<file path="config.mk">
export PLATFORM = sky130hd
export DESIGN_NAME = tnb_back
export DESIGN_NICKNAME = d
export VERILOG_FILES = /design/src/design/tnb_pkg.sv /design/src/design/tnb_back.sv
export SDC_FILE = /design/constraint.sdc
export NUM_CORES = 2
export LEC_CHECK = 0
export BUFFER_PORTS_ARGS = -buffer_cell sky130_fd_sc_hd__buf_2
export CAP_MARGIN = 10
export CORE_MARGIN = 3
export CORE_UTILIZATION = 50
export CTS_CLUSTER_DIAMETER = 40
export CTS_CLUSTER_SIZE = 14
export DETAILED_ROUTE_END_ITERATION = 6
export PLACE_DENSITY = 0.65
export REMOVE_ABC_BUFFERS = 1
export SYNTH_ARGS = -nofsm -noshare
export SYNTH_HDL_FRONTEND = slang
export SYNTH_SLANG_ARGS = --single-unit
export TNS_END_PERCENT = 30
</file>
<file path="constraint.sdc">
create_clock -name clk -period 13.6 [get_ports clk]
set_input_delay 1.36 -clock clk [delete_from_list [all_inputs] [get_ports clk]]
set_output_delay 1.36 -clock clk [all_outputs]
set_load 0.02 [all_outputs]
</file>
<file path="src/design/tnb_pkg.sv">
// Shared types, constants and helper functions of the tanh neuron backprop unit.
package tnb_pkg;

  localparam int FANOUT      = 64;
  localparam int TANH_DEPTH  = 256;
  localparam int WA          = $clog2(FANOUT);
  localparam int TANH_AW     = $clog2(TANH_DEPTH);

  // Step of 2x per tanh table bin in Q0.32; bins cover the input range [0, 8).
  localparam logic [63:0] TANH_STEP = (64'd16 << 32) / 64'(TANH_DEPTH);

  typedef enum logic [2:0] {
    CMD_FWD  = 3'd0,
    CMD_TGT  = 3'd1,
    CMD_HID  = 3'd2,
    CMD_UPD  = 3'd3,
    CMD_LOAD = 3'd4
  } cmd_t;

  typedef enum logic [1:0] {
    KIND_OUT    = 2'd0,
    KIND_GRAD   = 2'd1,
    KIND_WEIGHT = 2'd2
  } kind_t;

  typedef enum logic {
    CFG_LEARN_RATE = 1'b0,
    CFG_MOMENTUM   = 1'b1
  } cfg_idx_t;

  typedef enum logic [3:0] {
    ST_IDLE, ST_FETCH, ST_HM, ST_ACC, ST_TANH, ST_D1, ST_D2, ST_G1, ST_G2,
    ST_H1, ST_H2, ST_H3, ST_U1, ST_U2, ST_U3, ST_U4
  } state_t;

  // One classified command waiting in the queue between front and back.
  typedef struct packed {
    cmd_t               cmd;
    logic [5:0]         idx;
    logic               ok;
    logic signed [15:0] val;
    logic signed [15:0] lw;
    logic               last;
  } item_t;

  typedef logic [12:0] tanh_tab_t [TANH_DEPTH];

  // Restoring long division, used only while the table is built at elaboration.
  function automatic logic [63:0] udiv64(logic [63:0] n, logic [63:0] d);
    logic [64:0] rem;
    logic [63:0] q;
    rem = '0;
    q   = '0;
    for (int i = 63; i >= 0; i--) begin
      rem = {rem[63:0], n[i]};
      if (rem >= {1'b0, d}) begin
        rem  = rem - {1'b0, d};
        q[i] = 1'b1;
      end
    end
    return q;
  endfunction

  function automatic logic [63:0] exp_neg_q32(logic [63:0] y);
    logic signed [63:0] sum;
    logic [63:0]        term;
    sum  = 64'sd1 <<< 32;
    term = 64'd1 << 32;
    for (int k = 1; k <= 24; k++) begin
      term = udiv64((term * y) >> 32, 64'(k));
      if ((k & 1) == 1) sum = sum - $signed(term);
      else sum = sum + $signed(term);
    end
    if (sum < 0) sum = 0;
    return 64'(sum);
  endfunction

  // Entry i is tanh at the middle of bin i, in unsigned Q1.12, from an exp(-2c) recurrence.
  function automatic tanh_tab_t build_tanh();
    tanh_tab_t   tab;
    logic [63:0] h, t, r, one, tt, num, den;
    h   = TANH_STEP;
    t   = exp_neg_q32(h >> 1);
    r   = exp_neg_q32(h);
    one = 64'd1 << 32;
    for (int i = 0; i < TANH_DEPTH; i++) begin
      tt     = (t > one) ? one : t;
      num    = (one - tt) * 64'd4096;
      den    = one + tt;
      tab[i] = 13'(udiv64(num + (den >> 1), den));
      t      = (t * r + (64'd1 << 31)) >> 32;
    end
    return tab;
  endfunction

  localparam tanh_tab_t TANH_TAB = build_tanh();

  function automatic logic signed [15:0] sat16(logic signed [63:0] v);
    if (v > 64'sd32767) return 16'sh7fff;
    if (v < -64'sd32768) return 16'sh8000;
    return v[15:0];
  endfunction

endpackage

</file>
<file path="src/design/tnb_back.sv">
// Execution side: sequencer, shared multiplier, weight and delta stores, result register.
module tnb_back (
  input  logic               clk,
  input  logic               rst_n,
  input  logic               q_valid,
  output logic               q_pop,
  input  tnb_pkg::item_t     q_item,
  input  logic [15:0]        learn_rate,
  input  logic [15:0]        momentum,
  output logic               out_valid,
  input  logic               out_ready,
  output logic [1:0]         out_kind,
  output logic [5:0]         out_slot,
  output logic [15:0]        out_value
);

  tnb_pkg::state_t    state_r, state_nxt;
  tnb_pkg::item_t     cur_r;
  logic signed [39:0] acc_r;
  logic signed [15:0] olev_r;
  logic signed [18:0] d_r;
  logic signed [54:0] prod_r;
  logic signed [59:0] sum_r;
  logic signed [32:0] tmp_r;
  logic signed [15:0] w_rd_r, d_raw_r;
  logic               dv_rd_r;
  logic [15:0]        wmem [tnb_pkg::FANOUT];
  logic [15:0]        dmem [tnb_pkg::FANOUT];
  logic [tnb_pkg::FANOUT-1:0] dv_r;
  logic [tnb_pkg::WA-1:0]     addr;

  logic               out_valid_r;
  logic [1:0]         out_kind_r;
  logic [5:0]         out_slot_r;
  logic [15:0]        out_val_r;

  logic               ofree, emit, w_we, load_we, upd_we;
  logic signed [33:0] mul_a;
  logic signed [20:0] mul_b;
  logic signed [15:0] delta, res, nd, w_eff;
  logic signed [40:0] acc_sum;
  logic signed [39:0] acc_sat;
  logic signed [40:0] acc_rnd;
  logic signed [15:0] x;
  logic [16:0]        m;
  logic [16+tnb_pkg::TANH_AW:0] bin_w;
  logic [tnb_pkg::TANH_AW-1:0]  bin;
  logic signed [16:0] tanh_v;
  logic signed [60:0] wide, wide_rnd;
  logic signed [55:0] sq_rnd;
  logic signed [16:0] new_w;

  assign addr  = tnb_pkg::WA'(cur_r.idx);
  assign ofree = !out_valid_r || out_ready;
  assign delta = dv_rd_r ? d_raw_r : 16'sd0;
  assign w_eff = cur_r.ok ? w_rd_r : 16'sd0;

  // Next state.
  always_comb begin
    state_nxt = state_r;
    unique case (state_r)
      tnb_pkg::ST_IDLE:  if (q_valid) state_nxt = tnb_pkg::ST_FETCH;
      tnb_pkg::ST_FETCH: begin
        unique case (cur_r.cmd)
          tnb_pkg::CMD_FWD: state_nxt = tnb_pkg::ST_ACC;
          tnb_pkg::CMD_HID: state_nxt = tnb_pkg::ST_HM;
          tnb_pkg::CMD_TGT: state_nxt = tnb_pkg::ST_D1;
          tnb_pkg::CMD_UPD: state_nxt = tnb_pkg::ST_U1;
          default:          state_nxt = tnb_pkg::ST_IDLE;
        endcase
      end
      tnb_pkg::ST_HM:   state_nxt = tnb_pkg::ST_ACC;
      tnb_pkg::ST_ACC: begin
        if (!cur_r.last) state_nxt = tnb_pkg::ST_IDLE;
        else if (cur_r.cmd == tnb_pkg::CMD_FWD) state_nxt = tnb_pkg::ST_TANH;
        else state_nxt = tnb_pkg::ST_D1;
      end
      tnb_pkg::ST_TANH: if (ofree) state_nxt = tnb_pkg::ST_IDLE;
      tnb_pkg::ST_D1:   state_nxt = tnb_pkg::ST_D2;
      tnb_pkg::ST_D2:   state_nxt = (cur_r.cmd == tnb_pkg::CMD_TGT) ? tnb_pkg::ST_G1
                                                                     : tnb_pkg::ST_H1;
      tnb_pkg::ST_G1:   state_nxt = tnb_pkg::ST_G2;
      tnb_pkg::ST_G2:   if (ofree) state_nxt = tnb_pkg::ST_IDLE;
      tnb_pkg::ST_H1:   state_nxt = tnb_pkg::ST_H2;
      tnb_pkg::ST_H2:   state_nxt = tnb_pkg::ST_H3;
      tnb_pkg::ST_H3:   if (ofree) state_nxt = tnb_pkg::ST_IDLE;
      tnb_pkg::ST_U1:   state_nxt = tnb_pkg::ST_U2;
      tnb_pkg::ST_U2:   state_nxt = tnb_pkg::ST_U3;
      tnb_pkg::ST_U3:   state_nxt = tnb_pkg::ST_U4;
      tnb_pkg::ST_U4:   if (ofree) state_nxt = tnb_pkg::ST_IDLE;
      default:          state_nxt = tnb_pkg::ST_IDLE;
    endcase
  end

  // Control outputs of the sequencer.
  always_comb begin
    q_pop   = 1'b0;
    emit    = 1'b0;
    load_we = 1'b0;
    upd_we  = 1'b0;
    unique case (state_r)
      tnb_pkg::ST_IDLE:  q_pop   = q_valid;
      tnb_pkg::ST_FETCH: load_we = (cur_r.cmd == tnb_pkg::CMD_LOAD);
      tnb_pkg::ST_TANH, tnb_pkg::ST_G2, tnb_pkg::ST_H3: emit = ofree;
      tnb_pkg::ST_U4: begin
        emit   = ofree;
        upd_we = ofree;
      end
      default: ;
    endcase
  end
  assign w_we = load_we || upd_we;

  // Operand selection for the shared multiplier.
  always_comb begin
    mul_a = '0;
    mul_b = '0;
    case (state_r)
      tnb_pkg::ST_FETCH: begin
        mul_a = 34'(cur_r.val);
        mul_b = 21'(cur_r.lw);
      end
      tnb_pkg::ST_HM: begin
        mul_a = 34'(w_eff);
        mul_b = 21'(cur_r.val);
      end
      tnb_pkg::ST_D1: begin
        mul_a = 34'(olev_r);
        mul_b = 21'(olev_r);
      end
      tnb_pkg::ST_G1: begin
        mul_a = 34'(17'(cur_r.val) - 17'(olev_r));
        mul_b = 21'(d_r);
      end
      tnb_pkg::ST_H1: begin
        mul_a = $signed({14'd0, acc_r[19:0]});
        mul_b = 21'(d_r);
      end
      tnb_pkg::ST_H2: begin
        mul_a = 34'($signed(acc_r[39:20]));
        mul_b = 21'(d_r);
      end
      tnb_pkg::ST_U1: begin
        mul_a = $signed({18'd0, learn_rate});
        mul_b = 21'(olev_r);
      end
      tnb_pkg::ST_U2: begin
        mul_a = $signed({18'd0, momentum});
        mul_b = 21'(delta);
      end
      tnb_pkg::ST_U3: begin
        mul_a = 34'(tmp_r);
        mul_b = 21'(cur_r.val);
      end
      default: ;
    endcase
  end

  // Accumulator add with saturation to 40 bits.
  always_comb begin
    acc_sum = 41'(acc_r) + 41'($signed(prod_r[31:0]));
    if (acc_sum > 41'sh07f_ffff_ffff) acc_sat = 40'sh7f_ffff_ffff;
    else if (acc_sum < -41'sh080_0000_0000) acc_sat = 40'sh80_0000_0000;
    else acc_sat = acc_sum[39:0];
  end

  // Tanh lookup from the closed sum.
  always_comb begin
    acc_rnd = 41'(acc_r) + 41'sd2048;
    x       = tnb_pkg::sat16(64'(acc_rnd >>> 12));
    m       = x[15] ? (17'd0 - 17'(x)) : 17'(x);
    bin_w   = {m, {tnb_pkg::TANH_AW{1'b0}}} >> 15;
    bin     = (bin_w > (17 + tnb_pkg::TANH_AW)'(tnb_pkg::TANH_DEPTH - 1))
              ? tnb_pkg::TANH_AW'(tnb_pkg::TANH_DEPTH - 1) : bin_w[tnb_pkg::TANH_AW-1:0];
    tanh_v  = 17'(tnb_pkg::TANH_TAB[bin]);
  end

  // Final rounding for gradients and the update, and result selection including the tanh output.
  always_comb begin
    sq_rnd = 56'(prod_r) + 56'sd2048;
    wide   = '0;
    case (state_r)
      tnb_pkg::ST_G2: wide = 61'(prod_r) + 61'sd2048;
      tnb_pkg::ST_H3: wide = 61'(sum_r) + (61'(prod_r) <<< 20) + (61'sd1 <<< 23);
      default:        wide = 61'(sum_r) + 61'(prod_r) + (61'sd1 <<< 39);
    endcase
    wide_rnd = wide;
    nd    = tnb_pkg::sat16(64'(wide_rnd >>> 40));
    new_w = 17'(w_rd_r) + 17'(nd);
    unique case (state_r)
      tnb_pkg::ST_TANH: res = x[15] ? 16'(-tanh_v) : 16'(tanh_v);
      tnb_pkg::ST_G2:   res = tnb_pkg::sat16(64'(wide_rnd >>> 12));
      tnb_pkg::ST_H3:   res = tnb_pkg::sat16(64'(wide_rnd >>> 24));
      default:          res = tnb_pkg::sat16(64'(new_w));
    endcase
  end

  always_ff @(posedge clk) begin
    if (!rst_n) begin
      state_r     <= tnb_pkg::ST_IDLE;
      acc_r       <= '0;
      olev_r      <= '0;
      dv_r        <= '0;
      out_valid_r <= 1'b0;
    end else begin
      state_r <= state_nxt;
      if (state_r == tnb_pkg::ST_ACC) acc_r <= acc_sat;
      if (emit && (state_r == tnb_pkg::ST_TANH || state_r == tnb_pkg::ST_H3)) acc_r <= '0;
      if (emit && state_r == tnb_pkg::ST_TANH) olev_r <= res;
      if (w_we) dv_r[addr] <= 1'b1;
      if (emit) out_valid_r <= 1'b1;
      else if (out_ready) out_valid_r <= 1'b0;
    end
  end

  always_ff @(posedge clk) begin
    if (q_pop) cur_r <= q_item;
    // The last product is held while a finished result waits for the output register.
    if (state_r != tnb_pkg::ST_G2 && state_r != tnb_pkg::ST_H3 && state_r != tnb_pkg::ST_U4)
      prod_r <= 55'(mul_a * mul_b);
    if (state_r == tnb_pkg::ST_D2) begin
      d_r <= 19'sd4096 - 19'(sq_rnd >>> 12);
    end
    if (state_r == tnb_pkg::ST_H2) sum_r <= 60'(prod_r);
    if (state_r == tnb_pkg::ST_U2) tmp_r <= prod_r[32:0];
    if (state_r == tnb_pkg::ST_U3) sum_r <= 60'(prod_r) <<< 12;
    if (emit) begin
      out_val_r  <= res;
      out_kind_r <= (state_r == tnb_pkg::ST_TANH) ? tnb_pkg::KIND_OUT :
                    (state_r == tnb_pkg::ST_U4)   ? tnb_pkg::KIND_WEIGHT : tnb_pkg::KIND_GRAD;
      out_slot_r <= (state_r == tnb_pkg::ST_U4) ? cur_r.idx : 6'd0;
    end
  end

  // Weight and delta stores, one write and one registered read each.
  always_ff @(posedge clk) begin
    if (w_we) begin
      wmem[addr] <= load_we ? cur_r.val : res;
      dmem[addr] <= load_we ? 16'd0 : nd;
    end
    w_rd_r  <= wmem[addr];
    d_raw_r <= dmem[addr];
    dv_rd_r <= dv_r[addr];
  end

  assign out_valid = out_valid_r;
  assign out_kind  = out_kind_r;
  assign out_slot  = out_slot_r;
  assign out_value = out_val_r;

  a_acc_cleared: assert property (@(posedge clk) disable iff (!rst_n)
    (emit && state_r == tnb_pkg::ST_TANH) |=> (acc_r == 40'sd0))
    else $error("accumulator not cleared after output value");
  a_deriv_range: assert property (@(posedge clk) disable iff (!rst_n)
    (state_r == tnb_pkg::ST_D2) |=> (d_r <= 19'sd4096))
    else $error("tanh derivative above one");
  a_no_overwrite: assert property (@(posedge clk) disable iff (!rst_n)
    (out_valid_r && !out_ready) |-> !emit)
    else $error("result register overwritten while held");
  a_pop_idle: assert property (@(posedge clk) disable iff (!rst_n)
    q_pop |=> (state_r == tnb_pkg::ST_FETCH))
    else $error("queue popped outside idle");

endmodule
</file>
==> summary.log <==
qor: outcome.run_status finished clean
qor: synth.synth_top_flop_cell sky130_fd_sc_hd__edfxtp_1
qor: global_routing.first_global_vias 91000
qor: drt.drcViolationCount 0
qor: synth.synthCells 10200
qor: drt.detailroute.via_count 92700
qor: critical_path.cp.arrival 13340 ps
qor: sta.clock-skew-final 120 ps
qor: synth.synth_top_area_share 53.2%
qor: sta.timing.hold.ws 456 ps
qor: critical_path.timing.critical_path.to_type flop
qor: flow_run.drv_cap 0
qor: global_routing.grtUsageMet2 53.5%
qor: global_routing.grt.busiest_layer met2
qor: sta.period_minus_slack 12760 ps
qor: synth.synthesis.area 0.128 mm²
qor: synth.yosysWarningCount 0
qor: sta.grt_setup_unrepaired no
qor: clocking.cts_max_level 5
qor: synth.synth.top_cells.by_area sky130_fd_sc_hd__edfxtp_1 53%, sky130_fd_sc_hd__fa_1 11%, sky130_fd_sc_hd__ha_1 4.2%, sky130_fd_sc_hd__a22oi_1 3.8%, sky130_fd_sc_hd__inv_1 2.7%
qor: synth.synthMostInstantiatedCell sky130_fd_sc_hd__edfxtp_1
qor: layout.postLayoutCoreUtil 57.2%
qor: drt.ant_nets 0
qor: critical_path.worstSetupPathType flop to flop
qor: layout.nFillCells 20300
qor: sta.final-hold-violation-count 0
qor: sta.post-route-period-util 93.8%
qor: sta.slew_viol_final 0
qor: drt.routedWlPerCell 32.8 µm
qor: critical_path.ff2ff_path_depth 44
qor: critical_path.cp_slowest_cell sky130_fd_sc_hd__a221o_1
qor: clocking.clkSlewWorstSetupHoldPaths 60 ps
qor: drt.totalWireLength 459000 µm
qor: layout.post_layout_nonfiller_instances 14000
qor: critical_path.crit_fanout 13
qor: floorplan.design.core.area 0.254 mm²
qor: synth.synthTopCellsByCount 2270 x sky130_fd_sc_hd__edfxtp_1, 933 x sky130_fd_sc_hd__inv_1, 785 x sky130_fd_sc_hd__nand2_1, 696 x sky130_fd_sc_hd__fa_1, 677 x sky130_fd_sc_hd__nor2_1
qor: clocking.cts_sinks 2440
qor: drt.drt_first_iter_violations 11500
qor: clocking.cts_made_buffers 343
qor: floorplan.ioPinCount 105
qor: floorplan.die_width 512 µm
qor: worst_hold_path.whs_path_depth 2
qor: global_routing.gr-usage-met1 45.2%
qor: global_routing.grt_pass1_wl 656000 µm
qor: worst_hold_path.hold_path.class flop to flop
qor: synth.syn_avg_cell_area 12.6 µm²
qor: floorplan.floorplan.initialDensity 50.4%
qor: drt.avgViaCountPerCell 6.62
qor: global_routing.use_met3 7.79%
qor: sta.slew_headroom 6.79%
qor: sta.report.final.setup_viol 0
qor: synth.post_synth_edffs 2270
qor: layout.syn_to_final_growth 13.7%
qor: global_routing.maximum_number_of_pins_on_one_net_before_global_route_repair 83
qor: drt.detailedRoute.firstPassIterationCount 7
qor: floorplan.die_h 512 µm
qor: placed_design.post-place-cells 13400
qor: clocking.clock_path_buffers 4
qor: floorplan.std_cell_rows 185
qor: synth.synth.ff_latch_count 2440
qor: synth.yosysUniqueCellTypes 112
qor: clocking.clk-insertion-delay-late 910 ps
qor: sta.max_slew.worst_pin.slew 1390 ps
qor: synth.yosysTopAreaCell sky130_fd_sc_hd__edfxtp_1
qor: critical_path.critPathMaxStageDelay 540 ps
qor: layout.nets_final 11500
qor: critical_path.start_kind flop
qor: clocking.clock_tree_from_tritoncts built
qor: global_routing.gr-usage-all-layers 34.4%
qor: floorplan.die_area 0.262 mm²
qor: global_routing.antenna_violations_before_repair 12
qor: synth.async_reset_ff_share 0%
qor: placed_design.detailed_place_hpwl 302000 µm
qor: critical_path.cp_data_required_time 14190 ps
qor: synth.synth-seq-area-share 55.9%
qor: placed_design.gpl.final_weighted_congestion 1.02
qor: critical_path.cp_common_cell sky130_fd_sc_hd__fa_1
qor: clocking.cts_root_buffer sky130_fd_sc_hd__clkbuf_16
qor: global_routing.globalRoute.totalOverflow 0
qor: sta.max_freq 78.4 MHz
qor: layout.drive_above_1_share 11.1%
qor: placed_design.io_buffer_count 104
-- flip-flops by register name, indices dropped and copies added (netlist names), 19 cells and up --
register and count:
tmp_r 33, d_r 19, prod_r 55, sum_r 60, wmem 1024, dv_r 64, dmem 1024, acc_r 40
cur_r 37
-- repair_timing --
action                                  in CTS  in global routing
endpoints found under the setup margin       0                  6
gates resized for setup                      0                  8
hold buffers                                 0                  0
buffers inserted                             0                  2
-- logic make-up (layout without fill, tap and decap cells) --
group,count (synthesis),after routing,synth area share [%]
compound gates,2605,2605,14.7
flops,2440,2440,55.9
simple gates,2213,2213,7.93
buf+inv,1509,1967,4.47
fa+ha+maj,1130,1130,15.1
xor+xnor,244,244,1.67
mux,29,29,0.238
other cells,0,13,0
-- area by class of cell --
| cell class | count | area, µm² | share of cell area (%) |
|---|---|---|---|
| Antenna cell | 13 | 32.5 | 0.0223 |
| Inverter | 937 | 3520 | 2.42 |
| Timing Repair Buffer | 404 | 2920 | 2.01 |
| Tap cell | 3366 | 4210 | 2.89 |
| Clock inverter | 245 | 2850 | 1.95 |
| Sequential cell | 2440 | 71600 | 49.1 |
| Clock buffer | 381 | 8850 | 6.08 |
| Multi-Input combinational cell | 6221 | 51700 | 35.5 |
-- placed cells by master, fill, tap and decap left out, drive strengths merged, types with 87 or more instances in the layout --
cell type / n
a21oi: 357
a22o: 290
nor4: 87
dfxtp: 170
a21o: 101
fa: 696
a221oi: 260
a211oi: 94
clkbuf: 381
nor2: 680
o21ai: 210
edfxtp: 2270
ha: 425
xnor2: 165
nand3: 152
nand2: 785
a31oi: 275
a22oi: 655
buf: 404
inv: 1004
clkinv: 111
nand4: 99
-- metrics by stage --
stage | instance area [µm²] | TNS [ps] | setup slack (ps)
floorplan | 126000 | -6049680 | -6180
finish | 146000 | 0 | 844
CTS | 145000 | 0 | 472
global placement | 134000 | 0 | 668
detailed placement | 134000 | 0 | 497
global route | 146000 | 0 | 50.4
-- per-layer routing --
| metal | wire (µm) | vias up | part of all wire (%) |
|---|---|---|---|
| met4 | 30200 | 4 | 6.6 |
| met5 | 27 | - | 0.0059 |
| met3 | 50500 | 1342 | 11 |
| met2 | 208000 | 6033 | 45 |
| met1 | 170000 | 46900 | 37 |
| li1 | - | 38400 | - |
-- critical path, delay by kind of cell, from the launching register on --
kind            cells  cell delay, ps
buf+inv             4             310
fa+ha+maj          10            4520
simple gates        9            1780
compound gates     20            5340
xor+xnor            1             120
flops               1             400
-- path summary, 6_finish.rpt --
kind	from	end	slack, ps
worst max-delay path	cur_r[17]	prod_r[53]	840
worst min-delay path	sum_r[2]	sum_r[2]	460
worst max register to register	cur_r[17]	prod_r[53]	840
worst min register to register	sum_r[2]	sum_r[2]	460
Power is not shown: default switching activity piles up to over one toggle a cycle in this logic, so the estimate is an artifact.
